===== src/design/lagrange_basis_weights_core_assert.svh =====
// Assertion macros shared by the Lagrange basis weight core.
`ifndef LAGRANGE_BASIS_WEIGHTS_CORE_ASSERT_SVH
`define LAGRANGE_BASIS_WEIGHTS_CORE_ASSERT_SVH

// Same-cycle implication, disabled while reset is low.
`define LGW_ASSERT_IMP(lbl, ck, rn, ante, cons, msg) \
  lbl: assert property (@(posedge ck) disable iff (!rn) (ante) |-> (cons)) \
    else $error(msg);

// Next-cycle implication, disabled while reset is low.
`define LGW_ASSERT_NXT(lbl, ck, rn, ante, cons, msg) \
  lbl: assert property (@(posedge ck) disable iff (!rn) (ante) |=> (cons)) \
    else $error(msg);

`endif


===== src/design/lgw_pkg.sv =====
// Shared types, node tables and reciprocal tables for the Lagrange basis weight core.
package lgw_pkg;

  localparam int POINT_W     = 20;
  localparam int IN_TDATA_W  = 24;
  localparam int IDX_W       = 3;
  localparam int DEG_W       = 3;
  localparam int RES_W       = 32;
  localparam int OUT_TDATA_W = 72;
  localparam int OUT_FRAC    = 20;
  localparam int N_TBL       = 6;
  localparam int NODE_W      = 21;
  localparam int RECIP_W     = 29;
  localparam int CLAMP_W     = 34;

  localparam logic [DEG_W-1:0] DEG_RESET = 3'd2;

  typedef struct packed {
    logic             vld;
    logic [IDX_W-1:0] idx;
    logic [DEG_W-1:0] deg;
    logic             last;
  } tok_ctl_t;

  typedef logic [0:N_TBL-1][0:N_TBL-1][31:0]        node_rom_t;
  typedef logic [0:N_TBL-1][0:N_TBL-1][NODE_W-1:0]  node_tbl_t;
  typedef logic [0:N_TBL-1][0:N_TBL-1][RECIP_W-1:0] recip_tbl_t;

  // Gauss-Lobatto nodes in unsigned Q2.30, one row per degree.
  localparam node_rom_t NODE_ROM = '{
    '{32'd0, 32'd0,         32'd0,         32'd0,         32'd0,         32'd0},
    '{32'd0, 32'd1073741824, 32'd0,        32'd0,         32'd0,         32'd0},
    '{32'd0, 32'd536870912, 32'd1073741824, 32'd0,        32'd0,         32'd0},
    '{32'd0, 32'd296774941, 32'd776966883, 32'd1073741824, 32'd0,        32'd0},
    '{32'd0, 32'd185406399, 32'd536870912, 32'd888335425, 32'd1073741824, 32'd0},
    '{32'd0, 32'd126134963, 32'd383738408, 32'd690003416, 32'd947606861,
      32'd1073741824}
  };

  // Nodes rounded to Q.20, half toward plus infinity.
  function automatic node_tbl_t node_table();
    node_tbl_t tbl;
    logic [31:0] v;
    tbl = '0;
    for (int d = 0; d < N_TBL; d++) begin
      for (int k = 0; k < N_TBL; k++) begin
        v = (NODE_ROM[d][k] + 32'd512) >> 10;
        tbl[d][k] = v[NODE_W-1:0];
      end
    end
    return tbl;
  endfunction

  // Signed Q.20 reciprocal of each node's denominator product; shift-subtract
  // long division, evaluated at elaboration.
  function automatic recip_tbl_t recip_table();
    recip_tbl_t tbl;
    logic signed [63:0] den;
    logic signed [63:0] diff;
    logic signed [63:0] prod;
    logic signed [63:0] rs;
    logic [63:0] mag;
    logic [63:0] num;
    logic [63:0] rem;
    logic [63:0] q;
    tbl = '0;
    for (int d = 0; d < N_TBL; d++) begin
      for (int i = 0; i <= d; i++) begin
        den = 64'sd1073741824;
        for (int j = 0; j <= d; j++) begin
          if (j != i) begin
            diff = $signed({32'd0, NODE_ROM[d][i]}) - $signed({32'd0, NODE_ROM[d][j]});
            prod = den * diff;
            den  = (prod + 64'sd536870912) >>> 30;
          end
        end
        mag = (den < 0) ? 64'(-den) : 64'(den);
        num = (64'd1 << 50) + (mag >> 1);
        rem = '0;
        q   = '0;
        for (int b = 51; b >= 0; b--) begin
          rem = {rem[62:0], num[b]};
          if (rem >= mag) begin
            rem  = rem - mag;
            q[b] = 1'b1;
          end
        end
        rs = (den < 0) ? -$signed(q) : $signed(q);
        tbl[d][i] = rs[RECIP_W-1:0];
      end
    end
    return tbl;
  endfunction

  localparam node_tbl_t  NODE20_TBL = node_table();
  localparam recip_tbl_t RECIP_TBL  = recip_table();

endpackage


===== src/design/lgw_issue.sv =====
// Point intake and node sequencer: holds one point's factors and issues one token per node.
module lgw_issue #(
  parameter int MAX_DEGREE = 5,
  parameter int FRAC_BITS  = 16,
  parameter int N          = 6,
  parameter int S20W       = 24,
  parameter int FW         = 25
) (
  input  logic                           clk,
  input  logic                           rst_n,
  input  logic                           adv,
  input  logic                           in_tvalid,
  output logic                           in_tready,
  input  logic [lgw_pkg::POINT_W-1:0]    in_point,
  input  logic [lgw_pkg::DEG_W-1:0]      degree,
  output lgw_pkg::tok_ctl_t              ctl_out,
  output logic signed [FW-1:0]           f_out [N]
);

  localparam int PW1 = lgw_pkg::POINT_W + 1;

  logic                          busy_r;
  logic [lgw_pkg::IDX_W-1:0]     idx_r;
  logic [lgw_pkg::DEG_W-1:0]     deg_r;
  logic signed [FW-1:0]          f_r [N];
  logic signed [FW-1:0]          f_nxt [N];
  logic [lgw_pkg::DEG_W-1:0]     deg_eff;
  logic signed [lgw_pkg::POINT_W-1:0] pnt;
  logic signed [S20W-1:0]        s20;
  logic                          last_tok;
  logic                          take;

  assign pnt = $signed(in_point);

  // Bring the point to Q.20: exact left shift, or round half up when finer.
  if (FRAC_BITS <= lgw_pkg::OUT_FRAC) begin : g_up
    assign s20 = S20W'(pnt) <<< (lgw_pkg::OUT_FRAC - FRAC_BITS);
  end else begin : g_dn
    localparam int SH = FRAC_BITS - lgw_pkg::OUT_FRAC;
    logic signed [PW1-1:0] t;
    assign t   = PW1'(pnt) + (PW1'(1) <<< (SH - 1));
    assign s20 = S20W'(t >>> SH);
  end

  assign deg_eff  = (degree > lgw_pkg::DEG_W'(MAX_DEGREE)) ?
                    lgw_pkg::DEG_W'(MAX_DEGREE) : degree;
  assign last_tok = (idx_r == deg_r);
  assign in_tready = !busy_r || (adv && last_tok);
  assign take     = in_tvalid && in_tready;

  always_comb begin
    for (int k = 0; k < N; k++) begin
      f_nxt[k] = FW'(s20) - FW'($signed({1'b0, lgw_pkg::NODE20_TBL[deg_eff][k]}));
    end
  end

  always_ff @(posedge clk) begin
    if (!rst_n) begin
      busy_r <= 1'b0;
      idx_r  <= '0;
      deg_r  <= '0;
    end else if (take) begin
      busy_r <= 1'b1;
      idx_r  <= '0;
      deg_r  <= deg_eff;
    end else if (adv && busy_r) begin
      idx_r <= idx_r + 1'b1;
      if (last_tok) begin
        busy_r <= 1'b0;
      end
    end
  end

  always_ff @(posedge clk) begin
    if (take) begin
      f_r <= f_nxt;
    end
  end

  assign ctl_out.vld  = busy_r;
  assign ctl_out.idx  = idx_r;
  assign ctl_out.deg  = deg_r;
  assign ctl_out.last = last_tok;
  assign f_out        = f_r;

endmodule


===== config.mk =====
export PLATFORM = sky130hd
export DESIGN_NAME = lgw_issue
export DESIGN_NICKNAME = d
export VERILOG_FILES = /design/src/design/lagrange_basis_weights_core_assert.svh /design/src/design/lgw_pkg.sv /design/src/design/lgw_issue.sv
export SDC_FILE = /design/constraint.sdc
export NUM_CORES = 1
export LEC_CHECK = 0
export BUFFER_PORTS_ARGS = -buffer_cell sky130_fd_sc_hd__buf_4
export CORE_MARGIN = 2
export CORE_UTILIZATION = 45
export DETAILED_ROUTE_END_ITERATION = 8
export PLACE_DENSITY = 0.8
export SYNTH_ARGS = -nofsm -noshare
export SYNTH_HDL_FRONTEND = slang
export SYNTH_SLANG_ARGS = --single-unit

===== constraint.sdc =====
create_clock -name clk -period 7.2 [get_ports clk]
set_input_delay 0.72 -clock clk [delete_from_list [all_inputs] [get_ports clk]]
set_output_delay 0.72 -clock clk [all_outputs]
set_load 0.05 [all_outputs]

Yosys cells after proc, flatten, opt, wreduce, memory -nomap -nowiden
Memories as Yosys holds them, arrays and structs flattened.
Index checks and enable logic that the tools add are counted.
Word-level totals
  register bits after elaboration: 157
  bits in read-only memories: 1008
  input bits: 27
  output and inout port bits: 159
  word-level logic and storage cells: 37
  memories: 1
Memories
  (no name shown): depth 8, width 126, rd ports 1, clocked after Yosys merged registers in 0, wr ports 0, RTL line lgw_issue.sv:53  | f_nxt[k] = FW'(s20) - FW'($signed({1'b0, lgw_pkg::NODE20_TBL[deg_eff][k]}));
Cells by class
  $add $sub $neg: 7
  order comparisons: 2
  equal/unequal tests: 1
  multiplexer cells: 6
  bitwise gates (word level): 2
  reduce and logical (&&, ||, !) cells: 9
Operators with widths (number)
  $mux 126: 2
  $sub 24x22->25: 6
  $ge 4x4->1 const B: 1
  $not 3->4: 1
  $reduce_bool 2->1: 2
  $add 3x1->3 const B: 1
  $eq 3x3->1: 1
  $gt 3x3->1 const B: 1
  $logic_and 1x1->1: 3
  $mux 1: 3
  $mux 3: 1
  $reduce_and 2->1: 1
  $reduce_or 2->1: 1
  $logic_not 1->1: 1
  $logic_or 1x1->1: 1
  $not 1->1: 1

Logic depth before layout (Yosys ltp)
Gate-level depths: netlist of run 1.
  depth in word-level cells: 7
  depth in mapped cells: 13

Worst setup path before layout of run 1
No wires, ideal clock.
  path kind: register -> register
  start: register idx_r[2] in the netlist's numbering
  end: register f_r, in the netlist f_out[100], enable pin
  library setup time: 0.470 ns
  arrival time: 4.031 ns
  slack: 2.699 ns
  stages on the path, launching flop included: 7
  cell sequence: dfxtp_1 xor2_1 nor3_1 nand2_1 nand2_1 nand2_1 inv_1
Between the ends
  longest elaborated chain between the ends: 4
RTL lines
  start, declared: RTL line lgw_issue.sv:23  | logic [lgw_pkg::IDX_W-1:0] idx_r;
  start signal, assigned: RTL line lgw_issue.sv:67  | idx_r <= idx_r + 1'b1;
  $eq 3x3->1: RTL line lgw_issue.sv:47  | assign last_tok = (idx_r == deg_r);
  via last_tok: RTL line lgw_issue.sv:30  | logic last_tok;
  $logic_and 1x1->1: RTL line lgw_issue.sv:48  | assign in_tready = !busy_r || (adv && last_tok);
  $logic_or 1x1->1: RTL line lgw_issue.sv:48
  via in_tready: RTL line lgw_issue.sv:13  | output logic in_tready,
  $logic_and 1x1->1: RTL line lgw_issue.sv:49  | assign take = in_tvalid && in_tready;
  via take: RTL line lgw_issue.sv:31  | logic take;
  end signal, assigned: RTL line lgw_issue.sv:76  | f_r <= f_nxt;
  end, declared: RTL line lgw_issue.sv:25  | logic signed [FW-1:0] f_r [N];
The timed path passes the listed nets, and every way through them passes these cells.
A chain may end at the register's enable or synchronous reset.

==> flow_metrics.tcl, run 1 <==
set metrics [dict create \
    status "completed" \
    p_leak_uw 0.00393 \
    clock_sinks 124 \
    rr_endpoint "f_out[138]$_DFFE_PP_" \
    dieArea_sq_um 17400 \
    synth_area_sq_um 7380 \
    final_max_slew_viol_count 0 \
    antenna_found_initial 1 \
    start_util 0.463 \
    antenna_cells 0 \
    hold-path-endpoint "idx_r[1]$_SDFFE_PP0P_" \
    timing.slew.headroom 0.463 \
    finalSetupTns_ps 0 \
    wl_met2_microns 7950 \
    drive_gt1_frac 0.281 \
    viasPerCell 5.26 \
    routed_wl_microns 17000 \
    critPathMaxFanout 22 \
    synthCells 644 \
    yosysTopAreaCell "edfxtp_1" \
    ant_nets 0 \
    wl_per_cell_microns 16.5 \
    async_flop_share 0 \
    cts_hold_buf 0 \
    rr_worst_depth 7 \
    reg2reg_slack_ps 4250 \
    hold_violations 0 \
    portBuffers 175 \
    fin_crit_sh 0.453 \
    cts.path.max_buffers 2 \
    rsz0062_at_grt "false" \
    clk_latency_ps 430 \
    final_core_util 0.580 \
    postCtsSetupRepairBufs 0 \
    multi_input_area_sq_um 3290 \
    grt_pass1_vias 5100 \
    clockRootBuffer "clkbuf_16" \
    final.setup_skew_ps 9.18 \
    gp_congestion 0.887 \
    fin_crit_ps 3260 \
    hold_class "flip-flop to flip-flop" \
    synth_edf_count 117 \
    syn_area_per_cell_sq_um 11.5 \
    hold_start "idx_r[1]$_SDFFE_PP0P_" \
    hold_depth 2 \
    std_cell_rows 46 \
    maxCapViolCount 0 \
    path_clk_slew_ps 50 \
    whs_ps 517 \
    dieWidth_microns 132 \
    core_sq_um 15900 \
    place_hpwl_microns 12700 \
    synth_top_area_frac 0.476 \
    wl_met3_microns 1200 \
    numCtsBuffers 17 \
    vias 5393 \
    filler_cell_count 1329 \
    grt_max_degree 66 \
    top_layer_used "met4" \
    cts_resized 0 \
    drt_pass1_iterations 6 \
    wirelength_met1_microns 7270 \
    ios 186 \
    syn_to_final_growth_pct 25.2 \
    synth_ff_type "edfxtp_1" \
    cts_tree "built" \
    synth.top_cells.by_area "edfxtp_1 48%, ha_1 9.5%, xnor2_1 5.2%, buf_4 3.9%, xor2_1 3.3%" \
    fin_nets 880 \
    fmax_ghz 0.307 \
    worstPathRequired_ps 7370 \
    grt_overflow 0 \
    synth_seq_cells 124 \
    grt_pass1_wl_microns 26400 \
    die_h_microns 132 \
    r2r-start "idx_r[2]$_SDFFE_PP0P_" \
    cts_max_level 4 \
    critPathArrivalTime_ps 3430 \
    grt_usage 0.195 \
    cp-end-kind "flip-flop" \
    startpoint_type "primary input" \
    drtIter0Drc 363 \
    timing_worst_setup_path_type "primary input to flip-flop" \
    ir_drop_mv 0.178 \
    register_area_sq_um 3650 \
    setup_viol 0 \
    worstMarginPinSlew_ps 805 \
    cellPowerDensity_nw_per_um2 279 \
    seq_area_frac_synth 0.495 \
    ys_warn_count 0 \
    drc_errors 0 \
    yosysUniqueCellTypes 76 \
]
[metrics by stage]
| step | instance area [sq um] | power (uW) | setup WS, ps | std cells |
|---|---|---|---|---|
| final | 9240 | 2570 | 3940 | 1026 |
| after global placement | 8640 | 1720 | 3610 | 994 |
| after detailed placement | 8640 | 1730 | 3520 | 994 |
| after floorplan | 7410 | 1530 | 2700 | 653 |
| after global routing | 9240 | 2680 | 3760 | 1026 |
| after CTS | 9240 | 2590 | 3950 | 1026 |
[cell type report]
cell class / count / share of cell area
Multi-Input combinational cell: 449 / 0.356
Timing Repair Buffer: 176 / 0.143
Clock inverter: 15 / 0.0186
Clock buffer: 17 / 0.0460
Inverter: 29 / 0.0121
Tap cell: 216 / 0.0292
Sequential cell: 124 / 0.395
[Yosys cell counts, types with 6 or more instances]
library cell	n
a21o_1	32
ha_1	56
nor2b_1	9
a211oi_1	9
buf_4	38
o21ai_0	11
a21oi_1	45
edfxtp_1	117
nand2_1	42
xor2_1	28
o21ai_1	6
xnor2_1	44
a31oi_1	8
nor2_1	38
dfxtp_1	7
and3_1	6
o21bai_1	8
clkbuf_1	8
nand2b_1	6
inv_1	28
nand3_1	10
[cell usage in the layout (no fill, tap or decap), types with 4 or more instances in the layout]
cell       Yosys  layout
buf_4         38     176
edfxtp_1     117     117
ha_1          56      56
a21oi_1       45      45
xnor2_1       44      44
nand2_1       42      42
nor2_1        38      38
a21o_1        32      32
xor2_1        28      28
inv_1         28      27
clkbuf_16      0      17
o21ai_0       11      11
nand3_1       10      10
conb_1         1      10
a211oi_1       9       9
nor2b_1        9       9
o21bai_1       8       8
a31oi_1        8       8
dfxtp_1        7       7
o21ai_1        6       6
nand2b_1       6       6
and3_1         6       6
nor3_1         5       5
o21a_1         5       5
or3_1          5       5
o211ai_1       4       4
[critical path, cell delays in order]
cell	delay [ps]
buf_4	150
o21ai_4	600
ha_1	410
inv_1	130
a41oi_2	200
a2111oi_4	470
o21ai_1	170
a31oi_1	280
nor3_2	80
or2_1	220
[sequential cells by signal (all words and copies together) (netlist names)]
register / count
busy_r: 1
deg_r: 3
f_out: 117
idx_r: 3
[worst max-delay path by stage]
stage,cells after the start,slack [ps],startpoint,end
6_report,10,3940,degree[0],f_out[49]$_DFFE_PP_
5_1_grt,12,3760,degree[2],f_out[97]$_DFFE_PP_
4_1_cts,12,3950,degree[2],f_out[122]$_DFFE_PP_
3_5_place_dp,10,3520,degree[0],f_out[49]$_DFFE_PP_
3_3_place_gp,11,3610,degree[2],f_out[97]$_DFFE_PP_
2_1_floorplan,6,2700,idx_r[2]$_SDFFE_PP0P_,f_out[100]$_DFFE_PP_
[power by group]
group          switching (uW)  total, uW  internal [uW]  leakage (uW)
clock network             319        861            542      0.000288
logic                     548        793            245       0.00246
registers                24.7        920            895       0.00118
total                     892       2570           1680       0.00393
[cells by family after synthesis]
logic type,count (synthesis),share of synthesized area
muxes,1,0.00136
and+or+nand+nor,143,0.0951
AOI/OAI and AO/OA,165,0.161
buffers and inverters,80,0.0639
adders and majority gates,58,0.0978
DFF,124,0.495
xor gates and xnor gates,72,0.0855
other,1,0.000508
[per-layer routing]
layer,GRT usage,vias up
met2,0.310,188
met4,0.0942,0
met3,0.0573,40
li1,-,2646
met5,0,-
met1,0.243,2519
No activity file was read; power rests on OpenSTA's default activity.
==> run 2: changes to the inputs <==
==> constraint.sdc (replaced) <==
create_clock -name clk -period 3.3 [get_ports clk]
set_input_delay 0.33 -clock clk [delete_from_list [all_inputs] [get_ports clk]]
set_output_delay 0.33 -clock clk [all_outputs]
set_load 0.05 [all_outputs]
==> run 2 against run 1 <==
Sequential share of layout area is 0.15 points lower; design area is 1.0% higher; core utilization is 0.58 points higher; flip-flop and latch count stayed put; critical path type unchanged; highest routed layer unchanged.
==> flow_metrics.tcl, run 2 (same netlist as run 1, synthesis figures left out) <==
set metrics [dict create \
    status "completed" \
    fin_crit_sh 0.839 \
    layout_common_cells "182 x buf_4, 117 x edfxtp_1, 56 x ha_1, 45 x a21oi_1, 44 x xnor2_1" \
    final.setup_skew_ps 5.64 \
    slowest_delay_ps 360 \
    place_hpwl_microns 13100 \
    antenna_cells 0 \
    ant_nets 0 \
    hold_class "primary input to flip-flop" \
    critPathMaxFanout 13 \
    rsz0062_at_grt "false" \
    grt_overflow 0 \
    start_util 0.463 \
    timing.slew.headroom 0.614 \
    dieArea_sq_um 17400 \
    wl_per_cell_microns 16.9 \
    fin_area_sq_um 9330 \
    hold_violations 0 \
    syn_to_final_growth_pct 26.5 \
    maxCapViolCount 0 \
    cp-end-kind "flip-flop" \
    p_leak_uw 0.00397 \
    final_max_slew_viol_count 0 \
    drt_pass1_iterations 5 \
    final_core_util 0.585 \
    grt_max_degree 73 \
    fin_crit_ps 2770 \
    critPathArrivalTime_ps 2940 \
    cts_resized 0 \
    clockRootBuffer "clkbuf_16" \
    cts_hold_buf 0 \
    routed_wl_microns 17400 \
    worstPathCellList "buf_4, nor2_1, nand2_1, ha_1, or3_1, a31oi_1, nor2_1, a21o_1, a211oi_2, o21ai_1, a21o_1" \
    portBuffers 175 \
    grt_pass1_wl_microns 27200 \
    cp_num_buf_inv 1 \
    finalSetupTns_ps 0 \
    vias 5423 \
    fmax_ghz 0.361 \
    dieWidth_microns 132 \
    startpoint_type "primary input" \
    cp_top_family "compound AO/OA/AOI/OAI gates" \
    gp_congestion 0.880 \
    cts_tree "built" \
    antenna_found_initial 0 \
    ir_drop_mv 0.367 \
    drive_gt1_frac 0.298 \
    ios 186 \
    cts_max_level 4 \
    whs_ps 151 \
    fin_nets 887 \
    cts.path.max_buffers 2 \
    drc_errors 0 \
    largest_reg_flops 117 \
    timing_worst_setup_path_type "primary input to flip-flop" \
    core_sq_um 15900 \
    numCtsBuffers 17 \
    fin_total_pwr_uw 5630 \
    layout_commonest_cell "buf_4" \
    clk_latency_ps 420 \
    worstPathRequired_ps 3470 \
    setup_viol 0 \
    worstMarginPinSlew_ps 579 \
    postCtsSetupRepairBufs 0 \
    slowest_stage "nand2_1" \
    path_clk_slew_ps 60 \
    cellPowerDensity_nw_per_um2 603 \
    die_h_microns 132 \
    drtIter0Drc 369 \
    placed_area_sq_um 8740 \
    clock_sinks 124 \
    grt_pass1_vias 5285 \
    grt_usage 0.200 \
    viasPerCell 5.25 \
    std_cell_rows 46 \
]
[run 2: layer usage]
metal  vias up  track usage  share of wire
li1       2661            -              -
met1      2535        0.251           0.44
met2       196        0.330           0.48
met3        31       0.0584          0.064
met4         0       0.0731          0.021
met5         -            0              0
[run 2: metrics by stage]
stage | cells | setup slack, ps
floorplan | 653 | 22.2
finish | 1032 | 530
global placement | 1001 | 240
global route | 1032 | 385
detailed placement | 1001 | 174
CTS | 1032 | 588
[run 2: area by class of cell]
cell class	count	area, sq um
Clock inverter	14	170
Fill cell	1316	6610
Clock buffer	17	425
Multi-Input combinational cell	449	3290
Sequential cell	124	3680
Inverter	29	113
Timing Repair Buffer	183	1390
Tap cell	216	270
[run 2: power breakdown]
| group | switching [uW] | internal, uW | leakage, uW |
|---|---|---|---|
| combinational | 1210 | 546 | 0.00249 |
| sequential | 56.1 | 1950 | 0.00119 |
| clock | 684 | 1190 | 0.000289 |
[run 2: worst reg2reg max path, delay by kind of cell (launching register included)]
family | cells | cell delay (ps)
buffers and inverters | 2 | 580
XOR/XNOR | 1 | 150
AND/OR/NAND/NOR | 4 | 580
flip-flops | 1 | 350
[run 2: path summary, 6_finish.rpt]
| path | end | start | depth (start not counted) | slack (ps) |
|---|---|---|---|---|
| hold reg to reg | idx_r[1]$_SDFFE_PP0P_ | idx_r[1]$_SDFFE_PP0P_ | 2 | 490 |
| hold / removal | f_out[135]$_DFFE_PP_ | in_point[6] | 1 | 150 |
| setup reg to reg | f_out[46]$_DFFE_PP_ | idx_r[2]$_SDFFE_PP0P_ | 7 | 1230 |
| setup / recovery | f_out[122]$_DFFE_PP_ | degree[0] | 11 | 530 |
==> run 3: changes to the inputs <==
--- a/config.mk
+++ b/config.mk
@@ -9,7 +9,7 @@
 export CORE_MARGIN = 2
 export CORE_UTILIZATION = 45
 export DETAILED_ROUTE_END_ITERATION = 8
-export PLACE_DENSITY = 0.8
+export PLACE_DENSITY = 0.83
 export SYNTH_ARGS = -nofsm -noshare
 export SYNTH_HDL_FRONTEND = slang
 export SYNTH_SLANG_ARGS = --single-unit
==> constraint.sdc (replaced) <==
create_clock -name clk -period 2.27 [get_ports clk]
set_input_delay 0.227 -clock clk [delete_from_list [all_inputs] [get_ports clk]]
set_output_delay 0.227 -clock clk [all_outputs]
set_load 0.05 [all_outputs]
==> run 3 against run 2 <==
Combinational power up 75%; non-clock buffer count up 156; highest routed layer unchanged; flip-flop and latch count unchanged; clock-buffer cell count increased by 1; sequential share of layout area is 6.0 points lower; hold slack worse by 120 ps; design area increased by 18%.
==> flow_metrics.tcl, run 3 (same netlist as run 1, synthesis figures left out) <==
set metrics [dict create \
    status "completed" \
    ios 186 \
    largest_reg_flops 117 \
    final.setup_skew_ps 3.71 \
    hold_class "primary input to flip-flop" \
    rsz0062_at_grt "true" \
    fin_nets 1043 \
    antenna_found_initial 0 \
    routed_wl_microns 20200 \
    cp_top_family "simple AND/OR/NAND/NOR gates" \
    syn_to_final_growth_pct 49.4 \
    grt_pass1_wl_microns 31800 \
    drtIter0Drc 379 \
    viasPerCell 5.20 \
    p_leak_uw 0.00479 \
    fin_area_sq_um 11000 \
    numCtsBuffers 17 \
    clock_sinks 124 \
    cp_num_buf_inv 3 \
    grt_overflow 0 \
    setup_ws_ps 45.2 \
    maxCapViolCount 0 \
    worstPathRequired_ps 2450 \
    cts_max_level 4 \
    drc_errors 0 \
    cts.path.max_buffers 2 \
    filler_cell_count 1115 \
    ir_drop_mv 0.595 \
    whs_ps 25.8 \
    startpoint_type "primary input" \
    path_clk_slew_ps 60 \
    grt_max_degree 73 \
    clk_latency_ps 430 \
    layout_commonest_cell "buf_4" \
    critPathArrivalTime_ps 2410 \
    rr_endpoint "f_out[87]$_DFFE_PP_" \
    crit_path_frequent_cell "buf_4" \
    cp-end-kind "flip-flop" \
    wl_per_cell_microns 17.0 \
    die_h_microns 132 \
    drt_pass1_iterations 5 \
    timing_worst_setup_path_type "primary input to flip-flop" \
    core_sq_um 15900 \
    cellPowerDensity_nw_per_um2 788 \
    ant_nets 0 \
    layout_common_cells "333 x buf_4, 117 x edfxtp_1, 44 x xnor2_1, 43 x ha_1, 35 x nand2_1" \
    hold_depth 1 \
    fmax_ghz 0.449 \
    critPathMaxFanout 13 \
    antenna_cells 0 \
    finalSetupTns_ps 0 \
    gp_congestion 0.883 \
    place_hpwl_microns 15200 \
    hold_start "in_point[14]" \
    final_core_util 0.691 \
    cts_tree "built" \
    start_util 0.463 \
    grt_usage 0.233 \
    slowest_delay_ps 550 \
    fin_crit_sh 0.980 \
    portBuffers 175 \
    setup_viol 0 \
    vias 6183 \
    clockRootBuffer "clkbuf_16" \
    dieArea_sq_um 17400 \
    pre_cts_ws_ps -513 \
    final_max_slew_viol_count 0 \
    dieWidth_microns 132 \
    std_cell_rows 46 \
    slowest_stage "or4_4" \
    hold-path-endpoint "f_out[143]$_DFFE_PP_" \
    fin_crit_ps 2220 \
    worstPathCellList "buf_4, buf_4, o21ai_4, buf_12, ha_1, or4_4, nor2_2, nand2_1, o31a_1, o21ai_1, a21oi_1, xnor2_1" \
    drive_gt1_frac 0.477 \
    rr_worst_depth 7 \
    placed_area_sq_um 10300 \
    grt_pass1_vias 6211 \
    r2r-start "deg_r[2]$_SDFFE_PN0P_" \
    hold_violations 0 \
    reg2reg_slack_ps 330 \
]
run 3: what timing repair did:
| item | CTS | global route |
|---|---|---|
| setup buffers | 1 | 3 |
| hold buffers | 0 | 0 |
| resized for setup | 4 | 23 |
| pin swaps | 2 | 7 |
| endpoints found under the setup margin | 5 | 22 |
run 3: power breakdown:
| group | leakage, uW | switching [uW] | internal (uW) |
|---|---|---|---|
| combinational | 0.00333 | 1920 | 1150 |
| clock | 0.000281 | 995 | 1700 |
| sequential | 0.00119 | 81.6 | 2830 |
| total | 0.00479 | 3000 | 5690 |
run 3: area by class of cell:
class | instances | area, sq um | area share
Sequential cell | 124 | 3680 | 0.334
Timing Repair Buffer | 339 | 2600 | 0.236
Tap cell | 216 | 270 | 0.0245
Clock inverter | 13 | 151 | 0.0137
Multi-Input combinational cell | 449 | 3770 | 0.342
Inverter | 29 | 123 | 0.0111
Clock buffer | 18 | 429 | 0.0389
run 3: how the worst max path moves through the flow:
| stage | cells after the start | start | to | slack [ps] |
|---|---|---|---|---|
| 2_1_floorplan | 6 | idx_r[2]$_SDFFE_PP0P_ | f_out[100]$_DFFE_PP_ | -870 |
| 3_5_place_dp | 11 | degree[1] | f_out[122]$_DFFE_PP_ | -510 |
| 5_1_grt | 12 | degree[0] | f_out[46]$_DFFE_PP_ | -10 |
| 6_report | 12 | degree[0] | f_out[46]$_DFFE_PP_ | 50 |
| 3_3_place_gp | 11 | degree[0] | f_out[122]$_DFFE_PP_ | -410 |
| 4_1_cts | 12 | degree[1] | f_out[120]$_DFFE_PP_ | 10 |
run 3: stage by stage:
| stage | total power (uW) | cells |
|---|---|---|
| 3_5_place_dp | 5970 | 1153 |
| 3_3_place_gp | 5900 | 1153 |
| 4_1_cts | 8680 | 1185 |
| 6_report | 8690 | 1188 |
| 5_1_grt | 9030 | 1188 |
| 2_1_floorplan | 4990 | 653 |
run 3: metal layers:
layer  GRT usage  wire (microns)
met5           0               0
met4      0.0857             440
met3      0.0557            1140
met2       0.402           10100
met1       0.284            8490
